File: config.mk
export PLATFORM = sky130hd
export DESIGN_NAME = mptw_seq
export DESIGN_NICKNAME = d
export VERILOG_FILES = /design/src/rtl/mptw_pkg.sv /design/src/rtl/mptw_seq.sv
export SDC_FILE = /design/constraint.sdc
export NUM_CORES = 1
export LEC_CHECK = 0
export ABC_AREA = 0
export BUFFER_PORTS_ARGS = -buffer_cell sky130_fd_sc_hd__buf_4
export CORE_UTILIZATION = 35
export CTS_BUF_LIST = sky130_fd_sc_hd__clkbuf_16
export DETAILED_ROUTE_END_ITERATION = 10
export PLACE_DENSITY = 0.61
export SETUP_SLACK_MARGIN = 0.15
export SLEW_MARGIN = 40
export SYNTH_ARGS = -nofsm -noshare
export SYNTH_HDL_FRONTEND = slang
export SYNTH_SLANG_ARGS = --single-unit
File: constraint.sdc
create_clock -name clk_i -period 3.5 [get_ports clk_i]
set_input_delay 0.175 -clock clk_i [delete_from_list [all_inputs] [get_ports clk_i]]
set_output_delay 0.175 -clock clk_i [all_outputs]
set_load 0.03 [all_outputs]
File: src/rtl/mptw_pkg.sv
// Package: shared widths, codes, microcode control word and the walker's microprogram.
`default_nettype none

package mptw_pkg;

  // Default sizing of the frame memory and of the walk
  localparam int unsigned NUM_FRAMES_DEF = 64;
  localparam int unsigned LEVELS_DEF     = 5;
  localparam int unsigned INDEX_BITS_DEF = 9;
  localparam int unsigned PPN_BITS_DEF   = 52;

  // Fixed field widths of the ports
  localparam int unsigned MODE_W     = 2;
  localparam int unsigned VP_W       = 45;
  localparam int unsigned PP_W       = 52;
  localparam int unsigned ROOT_W     = 6;
  localparam int unsigned FFREE_W    = 7;
  localparam int unsigned CFG_IDX_W  = 1;
  localparam int unsigned CFG_DATA_W = 7;

  typedef enum logic [MODE_W-1:0] {
    MODE_QUERY = 2'd0,
    MODE_MAP   = 2'd1,
    MODE_UNMAP = 2'd2
  } mode_e;

  typedef enum logic [1:0] {
    ST_OK         = 2'd0,
    ST_NO_MAPPING = 2'd1,
    ST_NO_FRAMES  = 2'd2
  } status_e;

  typedef enum logic [CFG_IDX_W-1:0] {
    CFG_ROOT_FRAME = 1'd0,
    CFG_FIRST_FREE = 1'd1
  } cfg_idx_e;

  // Datapath operation of one microcode step
  typedef enum logic [3:0] {
    ACT_NONE,
    ACT_CLEAR,
    ACT_LOAD,
    ACT_DESCEND,
    ACT_ALLOC,
    ACT_MAP_WR,
    ACT_UNMAP_WR,
    ACT_Q_MISS,
    ACT_Q_HIT,
    ACT_NOFRAME,
    ACT_PUSH
  } act_e;

  // Jump condition of one microcode step
  typedef enum logic [3:0] {
    COND_NEVER,
    COND_ALWAYS,
    COND_CLR_BUSY,
    COND_NO_REQ,
    COND_IS_QUERY,
    COND_LAST,
    COND_ENTRY_ZERO,
    COND_NO_FRAME,
    COND_IS_UNMAP,
    COND_ENTRY_INVALID,
    COND_OUT_BLOCKED
  } cond_e;

  localparam int unsigned STEP_W = 5;
  typedef logic [STEP_W-1:0] step_t;

  typedef struct packed {
    logic  rd_en;
    logic  ready;
    act_e  act;
    cond_e cond;
    step_t target;
  } ctrl_t;

  // Status flags from the datapath for jump decisions
  typedef struct packed {
    logic clr_busy;
    logic req_valid;
    logic is_query;
    logic is_unmap;
    logic last;
    logic entry_zero;
    logic entry_valid;
    logic no_frame;
    logic out_blocked;
  } seq_flags_t;

  // Microprogram addresses
  localparam step_t STEP_CLR      = 5'd0;
  localparam step_t STEP_IDLE     = 5'd1;
  localparam step_t STEP_DISP     = 5'd2;
  localparam step_t STEP_M_RD     = 5'd3;
  localparam step_t STEP_M_LAST   = 5'd4;
  localparam step_t STEP_M_ZERO   = 5'd5;
  localparam step_t STEP_M_DESC   = 5'd6;
  localparam step_t STEP_M_AVAIL  = 5'd7;
  localparam step_t STEP_M_ALLOC  = 5'd8;
  localparam step_t STEP_LEAF     = 5'd9;
  localparam step_t STEP_MAP_WR   = 5'd10;
  localparam step_t STEP_UNMAP_WR = 5'd11;
  localparam step_t STEP_Q_RD     = 5'd12;
  localparam step_t STEP_Q_VALID  = 5'd13;
  localparam step_t STEP_Q_LAST   = 5'd14;
  localparam step_t STEP_Q_DESC   = 5'd15;
  localparam step_t STEP_Q_MISS   = 5'd16;
  localparam step_t STEP_Q_HIT    = 5'd17;
  localparam step_t STEP_NOFRAME  = 5'd18;
  localparam step_t STEP_RESP     = 5'd19;
  localparam step_t STEP_RET      = 5'd20;

  function automatic ctrl_t uc(logic rd, logic rdy, act_e a, cond_e c, step_t t);
    ctrl_t w;
    w.rd_en  = rd;
    w.ready  = rdy;
    w.act    = a;
    w.cond   = c;
    w.target = t;
    return w;
  endfunction

  // Control store: one word per step, fall through to step + 1 when the jump is not taken
  function automatic ctrl_t ucode_rom(step_t step);
    ctrl_t w;
    case (step)
      STEP_CLR:      w = uc(1'b0, 1'b0, ACT_CLEAR,    COND_CLR_BUSY,      STEP_CLR);
      STEP_IDLE:     w = uc(1'b0, 1'b1, ACT_LOAD,     COND_NO_REQ,        STEP_IDLE);
      STEP_DISP:     w = uc(1'b0, 1'b0, ACT_NONE,     COND_IS_QUERY,      STEP_Q_RD);
      STEP_M_RD:     w = uc(1'b1, 1'b0, ACT_NONE,     COND_NEVER,         STEP_M_RD);
      STEP_M_LAST:   w = uc(1'b0, 1'b0, ACT_NONE,     COND_LAST,          STEP_LEAF);
      STEP_M_ZERO:   w = uc(1'b0, 1'b0, ACT_NONE,     COND_ENTRY_ZERO,    STEP_M_AVAIL);
      STEP_M_DESC:   w = uc(1'b0, 1'b0, ACT_DESCEND,  COND_ALWAYS,        STEP_M_RD);
      STEP_M_AVAIL:  w = uc(1'b0, 1'b0, ACT_NONE,     COND_NO_FRAME,      STEP_NOFRAME);
      STEP_M_ALLOC:  w = uc(1'b0, 1'b0, ACT_ALLOC,    COND_ALWAYS,        STEP_M_RD);
      STEP_LEAF:     w = uc(1'b0, 1'b0, ACT_NONE,     COND_IS_UNMAP,      STEP_UNMAP_WR);
      STEP_MAP_WR:   w = uc(1'b0, 1'b0, ACT_MAP_WR,   COND_ALWAYS,        STEP_RESP);
      STEP_UNMAP_WR: w = uc(1'b0, 1'b0, ACT_UNMAP_WR, COND_ALWAYS,        STEP_RESP);
      STEP_Q_RD:     w = uc(1'b1, 1'b0, ACT_NONE,     COND_NEVER,         STEP_Q_RD);
      STEP_Q_VALID:  w = uc(1'b0, 1'b0, ACT_NONE,     COND_ENTRY_INVALID, STEP_Q_MISS);
      STEP_Q_LAST:   w = uc(1'b0, 1'b0, ACT_NONE,     COND_LAST,          STEP_Q_HIT);
      STEP_Q_DESC:   w = uc(1'b0, 1'b0, ACT_DESCEND,  COND_ALWAYS,        STEP_Q_RD);
      STEP_Q_MISS:   w = uc(1'b0, 1'b0, ACT_Q_MISS,   COND_ALWAYS,        STEP_RESP);
      STEP_Q_HIT:    w = uc(1'b0, 1'b0, ACT_Q_HIT,    COND_ALWAYS,        STEP_RESP);
      STEP_NOFRAME:  w = uc(1'b0, 1'b0, ACT_NOFRAME,  COND_ALWAYS,        STEP_RESP);
      STEP_RESP:     w = uc(1'b0, 1'b0, ACT_PUSH,     COND_OUT_BLOCKED,   STEP_RESP);
      STEP_RET:      w = uc(1'b0, 1'b0, ACT_NONE,     COND_ALWAYS,        STEP_IDLE);
      default:       w = uc(1'b0, 1'b0, ACT_NONE,     COND_ALWAYS,        STEP_IDLE);
    endcase
    return w;
  endfunction

endpackage

`default_nettype wire

File: src/rtl/mptw_seq.sv
// Microcode sequencer: step counter, control store lookup and conditional jumps.
`default_nettype none

module mptw_seq
  import mptw_pkg::*;
(
  input  wire logic       clk_i,
  input  wire logic       rst_ni,
  input  wire seq_flags_t flags_i,
  output ctrl_t           ctrl_o
);

  step_t upc_q, upc_d;
  ctrl_t ctrl;
  logic  take;

  // Fetch the control word of the current step
  assign ctrl   = ucode_rom(upc_q);
  assign ctrl_o = ctrl;

  // Evaluate the jump condition
  always_comb begin
    case (ctrl.cond)
      COND_NEVER:         take = 1'b0;
      COND_ALWAYS:        take = 1'b1;
      COND_CLR_BUSY:      take = flags_i.clr_busy;
      COND_NO_REQ:        take = !flags_i.req_valid;
      COND_IS_QUERY:      take = flags_i.is_query;
      COND_LAST:          take = flags_i.last;
      COND_ENTRY_ZERO:    take = flags_i.entry_zero;
      COND_NO_FRAME:      take = flags_i.no_frame;
      COND_IS_UNMAP:      take = flags_i.is_unmap;
      COND_ENTRY_INVALID: take = !flags_i.entry_valid;
      COND_OUT_BLOCKED:   take = flags_i.out_blocked;
      default:            take = 1'b0;
    endcase
    upc_d = take ? ctrl.target : upc_q + step_t'(1);
  end

  // Advance the step counter; reset starts the clearing pass
  always_ff @(posedge clk_i or negedge rst_ni) begin
    if (!rst_ni) begin
      upc_q <= STEP_CLR;
    end else begin
      upc_q <= upc_d;
    end
  end

endmodule

`default_nettype wire

==> results.cfg, run 1 <==
[cells_and_area]
multi_input_area_um2 = 730.7
seqCellArea_um2 = 125.1
top_register = upc_q
drive_gt1_share_pct = 32.12
area_growth_syn_to_layout_pct = 30.46
final_nets = 158
nFillCells = 236
final_common_cell = buf_4
diodes = 0
largest_register_ff_count = 5
mostFrequentLayoutCells = buf_4, a21oi_1, ha_1
top_regs = upc_q: 5 flops

[setup_path]
reg2reg_from = upc_q[1]$_DFF_PN0_
crit_required_ns = 3.61
crit_path_max_fanout = 6
critical_path_class = reg -> reg
end_kind = flip-flop
arrival_ns = 2.87
cp_cell_sequence = inv_1 -> ha_1 -> nor2b_1 -> o32ai_2 -> mux2i_1 -> nor3_1 -> nor4_4 -> mux2_4
r2r_slack_ns = 0.74
ff2ff_path_depth = 8
cpMaxStageDelayCell = o32ai_2
crit_buf_inv = 1
worstSetupStartpointType = flip-flop
path_delay_family = simple AND/OR/NAND/NOR gates
r2r_end = upc_q[2]$_DFF_PN0_
max_stage_delay_ns = 0.48

[timing]
period_share_pct = 78.79
finalSetupTns_ns = 0
setup_violations = 0
hold_viol = 0
max_slew_margin_pct = 60.61
tightest_slew_ns = 0.5909
slew_violations = 0
min_period_ns = 2.758
rsz0062_at_grt = no
fin_skew_ns = 0.001994
fmax_mhz = 362.6

[synthesis]
synth-edff-count = 0
synthFlopType = dfrtp_1
ys_seq_area_share_pct = 13.48
synth-xor-area-share_pct = 1.887
async_flop_share_pct = 100.0
synthSimpleGateAreaFrac_pct = 27.49
avgSynthCellArea_um2 = 8.216
synth.cell_area_um2 = 928.4
postSynthRegisterBits = 5
muxShareOfSynthArea_pct = 11.32
synth_fp_nets = 133
synthAdderAreaFrac_pct = 12.13
synthCells = 113
synth_compound_area_share_pct = 25.88
synth.distinct_cells = 39
ys.warnings.count = 0
synth_top_family_by_area = simple AND/OR/NAND/NOR gates

[drt]
drc = 0
wl_per_cell_um = 15.20
wl_mm = 2.538
drt_iter0_drc = 29
vias_per_cell = 5.443
drt_pass1_iterations = 4
detail-route-antenna-nets = 0
route.vias.total = 909

[clocking]
numCtsBuffers = 3
post_cts_buffers = 0
cts_tree = built
path_clk_slew_ns = 0.04
clk_latency_ns = 0.23
cts_max_level = 1
cts-root-buf = clkbuf_16
cts_buffer_depth = 2
clock-sinks = 5

[global_routing]
grt_pass1_wl_mm = 3.967
grtUsageTotal_pct = 19.94
grt_max_degree = 19
grt_antenna_before_repair = 0
grt_pass1_vias = 796
gr-total-overflow = 0

[die]
start_util_pct = 37.14
io_pins = 26
die-area_um2 = 2862
die_h_um = 53.50
row_count = 18
die_w_um = 53.50
core-area_um2 = 2500

[worst_hold_path]
hp-class = in -> async

[placed_design]
globalplace.congestion = 0.8711
hpwl_mm = 1.867
portBuffers = 25

[status]
status = finished clean

[job]
cap_viol_max_count = 0
==> worst max path at each step <==
stage / from / to / slack, ns / cells after the start
6_report: upc_q[1]$_DFF_PN0_ / upc_q[2]$_DFF_PN0_ / 0.74 / 8
5_1_grt: upc_q[1]$_DFF_PN0_ / upc_q[1]$_DFF_PN0_ / 0.53 / 8
4_1_cts: upc_q[1]$_DFF_PN0_ / upc_q[2]$_DFF_PN0_ / 0.75 / 8
3_5_place_dp: upc_q[1]$_DFF_PN0_ / upc_q[4]$_DFF_PN0_ / 0.76 / 8
3_3_place_gp: upc_q[1]$_DFF_PN0_ / upc_q[2]$_DFF_PN0_ / 0.77 / 8
2_1_floorplan: upc_q[2]$_DFF_PN0_ / upc_q[4]$_DFF_PN0_ / 0.68 / 9
==> repair_timing <==
action                    CTS  global route
hold buffers                1             0
gates resized for setup     0             0
hold endpoints to repair    5             0
==> metrics by stage <==
step                      utilization (%)  worst slack (ns)  area, um^2  hold slack [ns]  std cells
after floorplan                         -            0.6835       928.4          -0.1206        113
final                               48.45            0.7423        1211           0.2824        167
after detailed placement            44.89            0.7565        1122         -0.01790        162
after CTS                           48.45            0.7459        1211           0.2865        167
after global routing                48.45            0.5293        1211           0.3202        167
after global placement              44.89            0.7674        1122         -0.01975        162
==> synth_stat cells, types with 3 or more instances <==
master | count | area [um^2]
mux2i_1 | 3 | 30.03
nand3_1 | 6 | 30.03
clkbuf_1 | 5 | 18.77
dfrtp_1 | 5 | 125.1
o21ai_0 | 4 | 20.02
ha_1 | 9 | 112.6
inv_1 | 5 | 18.77
a21o_1 | 3 | 22.52
nor3_1 | 6 | 30.03
or3_1 | 3 | 18.77
a21oi_1 | 10 | 50.05
nor2b_1 | 5 | 31.28
nor2_1 | 8 | 30.03
nand2_1 | 5 | 18.77
mux2_4 | 5 | 75.07
==> logic make-up (layout without fill, tap and decap cells) <==
kind of cell | after synthesis | in the layout
compound gates | 30 | 30
xor+xnor | 2 | 2
fa+ha+maj | 9 | 9
buf+inv | 15 | 39
simple gates | 44 | 44
flops | 5 | 5
mux | 8 | 8
==> cell type report <==
class | instances | share of cell area (%)
Multi-Input combinational cell | 93 | 60.33
Timing Repair Buffer | 28 | 17.56
Sequential cell | 5 | 10.33
Clock buffer | 3 | 6.198
Tap cell | 30 | 3.099
Inverter | 7 | 2.169
Clock inverter | 1 | 0.3099
==> per-layer routing <==
metal,part of all wire (%),global-route usage (%),routed length [um],up-vias
li1,-,-,-,460
met1,48,27.24,1207,424
met2,48,31.67,1212,20
met3,2.9,1.149,73,5
met4,1.7,9.211,44,0
met5,0,0,0,-
Power of run 1 is not shown: default switching activity piles up to over one toggle a cycle in this logic, so the estimate is an artifact.
==> run 2: changes to the inputs <==
Settings changed: ABC_AREA 0 to 1.
Clock period 3.5 ns to 2.55 ns, I/O delays scaled along.
==> run 2 against run 1 <==
Setup slack got worse by 0.35 ns. Critical path type is now reg -> out. Highest routed layer unchanged. Critical path depth decreased by 2. Synthesized cell count increased by 22%. Largest cell class unchanged. Register-to-register slack got worse by 0.34 ns.
==> results.cfg, run 2 <==
[timing]
max_slew_margin_pct = 63.91
hold_viol = 0
min_period_ns = 2.160
fin_skew_ns = 0.0005435
finalSetupTns_ns = 0
setup_violations = 0
fmax_mhz = 463.0
tightest_slew_ns = 0.5413
period_share_pct = 84.71
rsz0062_at_grt = no
slew_violations = 0

[drt]
wl_mm = 2.595
drt_pass1_iterations = 4
wl_per_cell_um = 13.24
route.vias.total = 1021
vias_per_cell = 5.209
drt_iter0_drc = 35
drc = 0
detail-route-antenna-nets = 0

[clocking]
numCtsBuffers = 3
cts-root-buf = clkbuf_16
cts_max_level = 1
cts_buffer_depth = 2
cts_tree = built
clock-sinks = 5
clk_latency_ns = 0.23
path_clk_slew_ns = 0.03
cts.repair.resized = 0

[setup_path]
r2r_slack_ns = 0.40
end_kind = primary output
critical_path_class = reg -> out
worstSetupStartpointType = flip-flop
crit_path_max_fanout = 6
arrival_ns = 2.03
crit_required_ns = 2.42

[synthesis]
synth_most_common_cell = nand2_1
async_flop_share_pct = 100.0
synthFlopType = dfrtp_1
synth_fp_nets = 158
ys_seq_area_share_pct = 13.11
postSynthRegisterBits = 5
avgSynthCellArea_um2 = 6.918
synth-edff-count = 0
synth.distinct_cells = 27
ys_top_cells_by_area = dfrtp_1, ha_1, nand2_1
yosys-top-cells-count = nand2_1, inv_1, nand3_1
synth.cell_area_um2 = 954.7
ys.warnings.count = 0
yosysTopAreaCell = dfrtp_1
synthDominantCellAreaShare_pct = 13.11
synthCells = 138

[global_routing]
grt_pass1_vias = 939
grt_pass1_wl_mm = 4.174
gr-total-overflow = 0
grt_max_degree = 15
grt_antenna_before_repair = 0
grtUsageTotal_pct = 20.37

[cells_and_area]
final_nets = 187
largest_register_ff_count = 5
fin_util_pct = 49.26
area_growth_syn_to_layout_pct = 30.14
top_register = upc_q
nFillCells = 263
seqCellArea_um2 = 125.1
fin_area_um2 = 1242
mostFrequentLayoutCells = nand2_1, buf_4, inv_1
multi_input_area_um2 = 715.7
diodes = 0
drive_gt1_share_pct = 36.75
top_regs = upc_q: 5 flops
final_cells = 196

[die]
io_pins = 26
die_w_um = 54.23
die_h_um = 54.23
die-area_um2 = 2940
row_count = 18
start_util_pct = 37.85
core-area_um2 = 2522

[placed_design]
portBuffers = 25
globalplace.congestion = 0.9392
hpwl_mm = 2.067
place_inst = 191
place_area_um2 = 1154

[status]
status = finished clean

[worst_hold_path]
hp-class = in -> async

[job]
cap_viol_max_count = 0
==> run 2: cell count changes after synthesis, moves of 5 or more <==
cell      before  now
nand4_1        0    7
nor2b_1        5    0
inv_1          5   13
a21oi_1       10    3
nand2_1        5   26
nand2_2        0    9
nand3_1        6   13
nor3_1         6    1
o21ai_0        4   10
clkbuf_1       5    0
mux2_4         5    0
==> run 2: path summary, 6_finish.rpt <==
check | end | start | cells after the start
setup / recovery | ctrl_o[3] | upc_q[0]$_DFF_PN0_ | 6
hold / removal | upc_q[2]$_DFF_PN0_ | rst_ni | 2
setup reg to reg | upc_q[2]$_DFF_PN0_ | upc_q[1]$_DFF_PN0_ | 13
hold reg to reg | upc_q[0]$_DFF_PN0_ | upc_q[0]$_DFF_PN0_ | 3
max in group asynchronous | upc_q[1]$_DFF_PN0_ | rst_ni | 2
min in group clk_i | upc_q[4]$_DFF_PN0_ | flags_i[8] | 6
==> run 2: critical path, cell delays in order, from the launching register on <==
cell	delay, ns
dfrtp_1	0.42
inv_1	0.17
ha_1	0.36
o21ai_0	0.17
inv_1	0.09
a211oi_1	0.35
buf_4	0.24
==> run 2: metrics by stage <==
step	hold slack [ns]	setup slack (ns)
2_1_floorplan	-0.1681	0.4409
3_3_place_gp	-0.06731	0.3930
6_report	0.2356	0.3900
5_1_grt	0.2541	0.1991
4_1_cts	0.2376	0.3853
3_5_place_dp	-0.06816	0.4266
==> run 2: cell families (layout without fill, tap and decap cells) <==
logic type | count (synthesis) | in the layout | share of synthesized area (%)
xor+xnor | 2 | 2 | 1.835
simple gates | 81 | 81 | 50.46
compound gates | 18 | 18 | 10.88
fa+ha+maj | 9 | 9 | 11.80
buf+inv | 23 | 51 | 11.93
flops | 5 | 5 | 13.11
==> run 2: cell type report <==
type / instances / area share [%]
multi-input cells: 110 / 57.60
repair buffers: 27 / 16.52
flip-flops and latches: 5 / 10.07
inverters: 20 / 6.445
clock buffers: 3 / 6.042
well taps: 30 / 3.021
clock inverters: 1 / 0.3021
==> run 2: repair_timing <==
action                                 in CTS  in global routing
endpoints found under the hold margin       5                  0
setup buffers                               0                  0
hold buffers                                1                  0
==> run 2: metal layers <==
layer | share of wire, % | up-vias | track usage, %
li1 | - | 516 | -
met1 | 45 | 462 | 27.71
met2 | 49 | 41 | 31.10
met3 | 5.6 | 2 | 2.222
met4 | 0.85 | 0 | 11.11
met5 | 0 | - | 0
Power of run 2 is left out for the same reason.
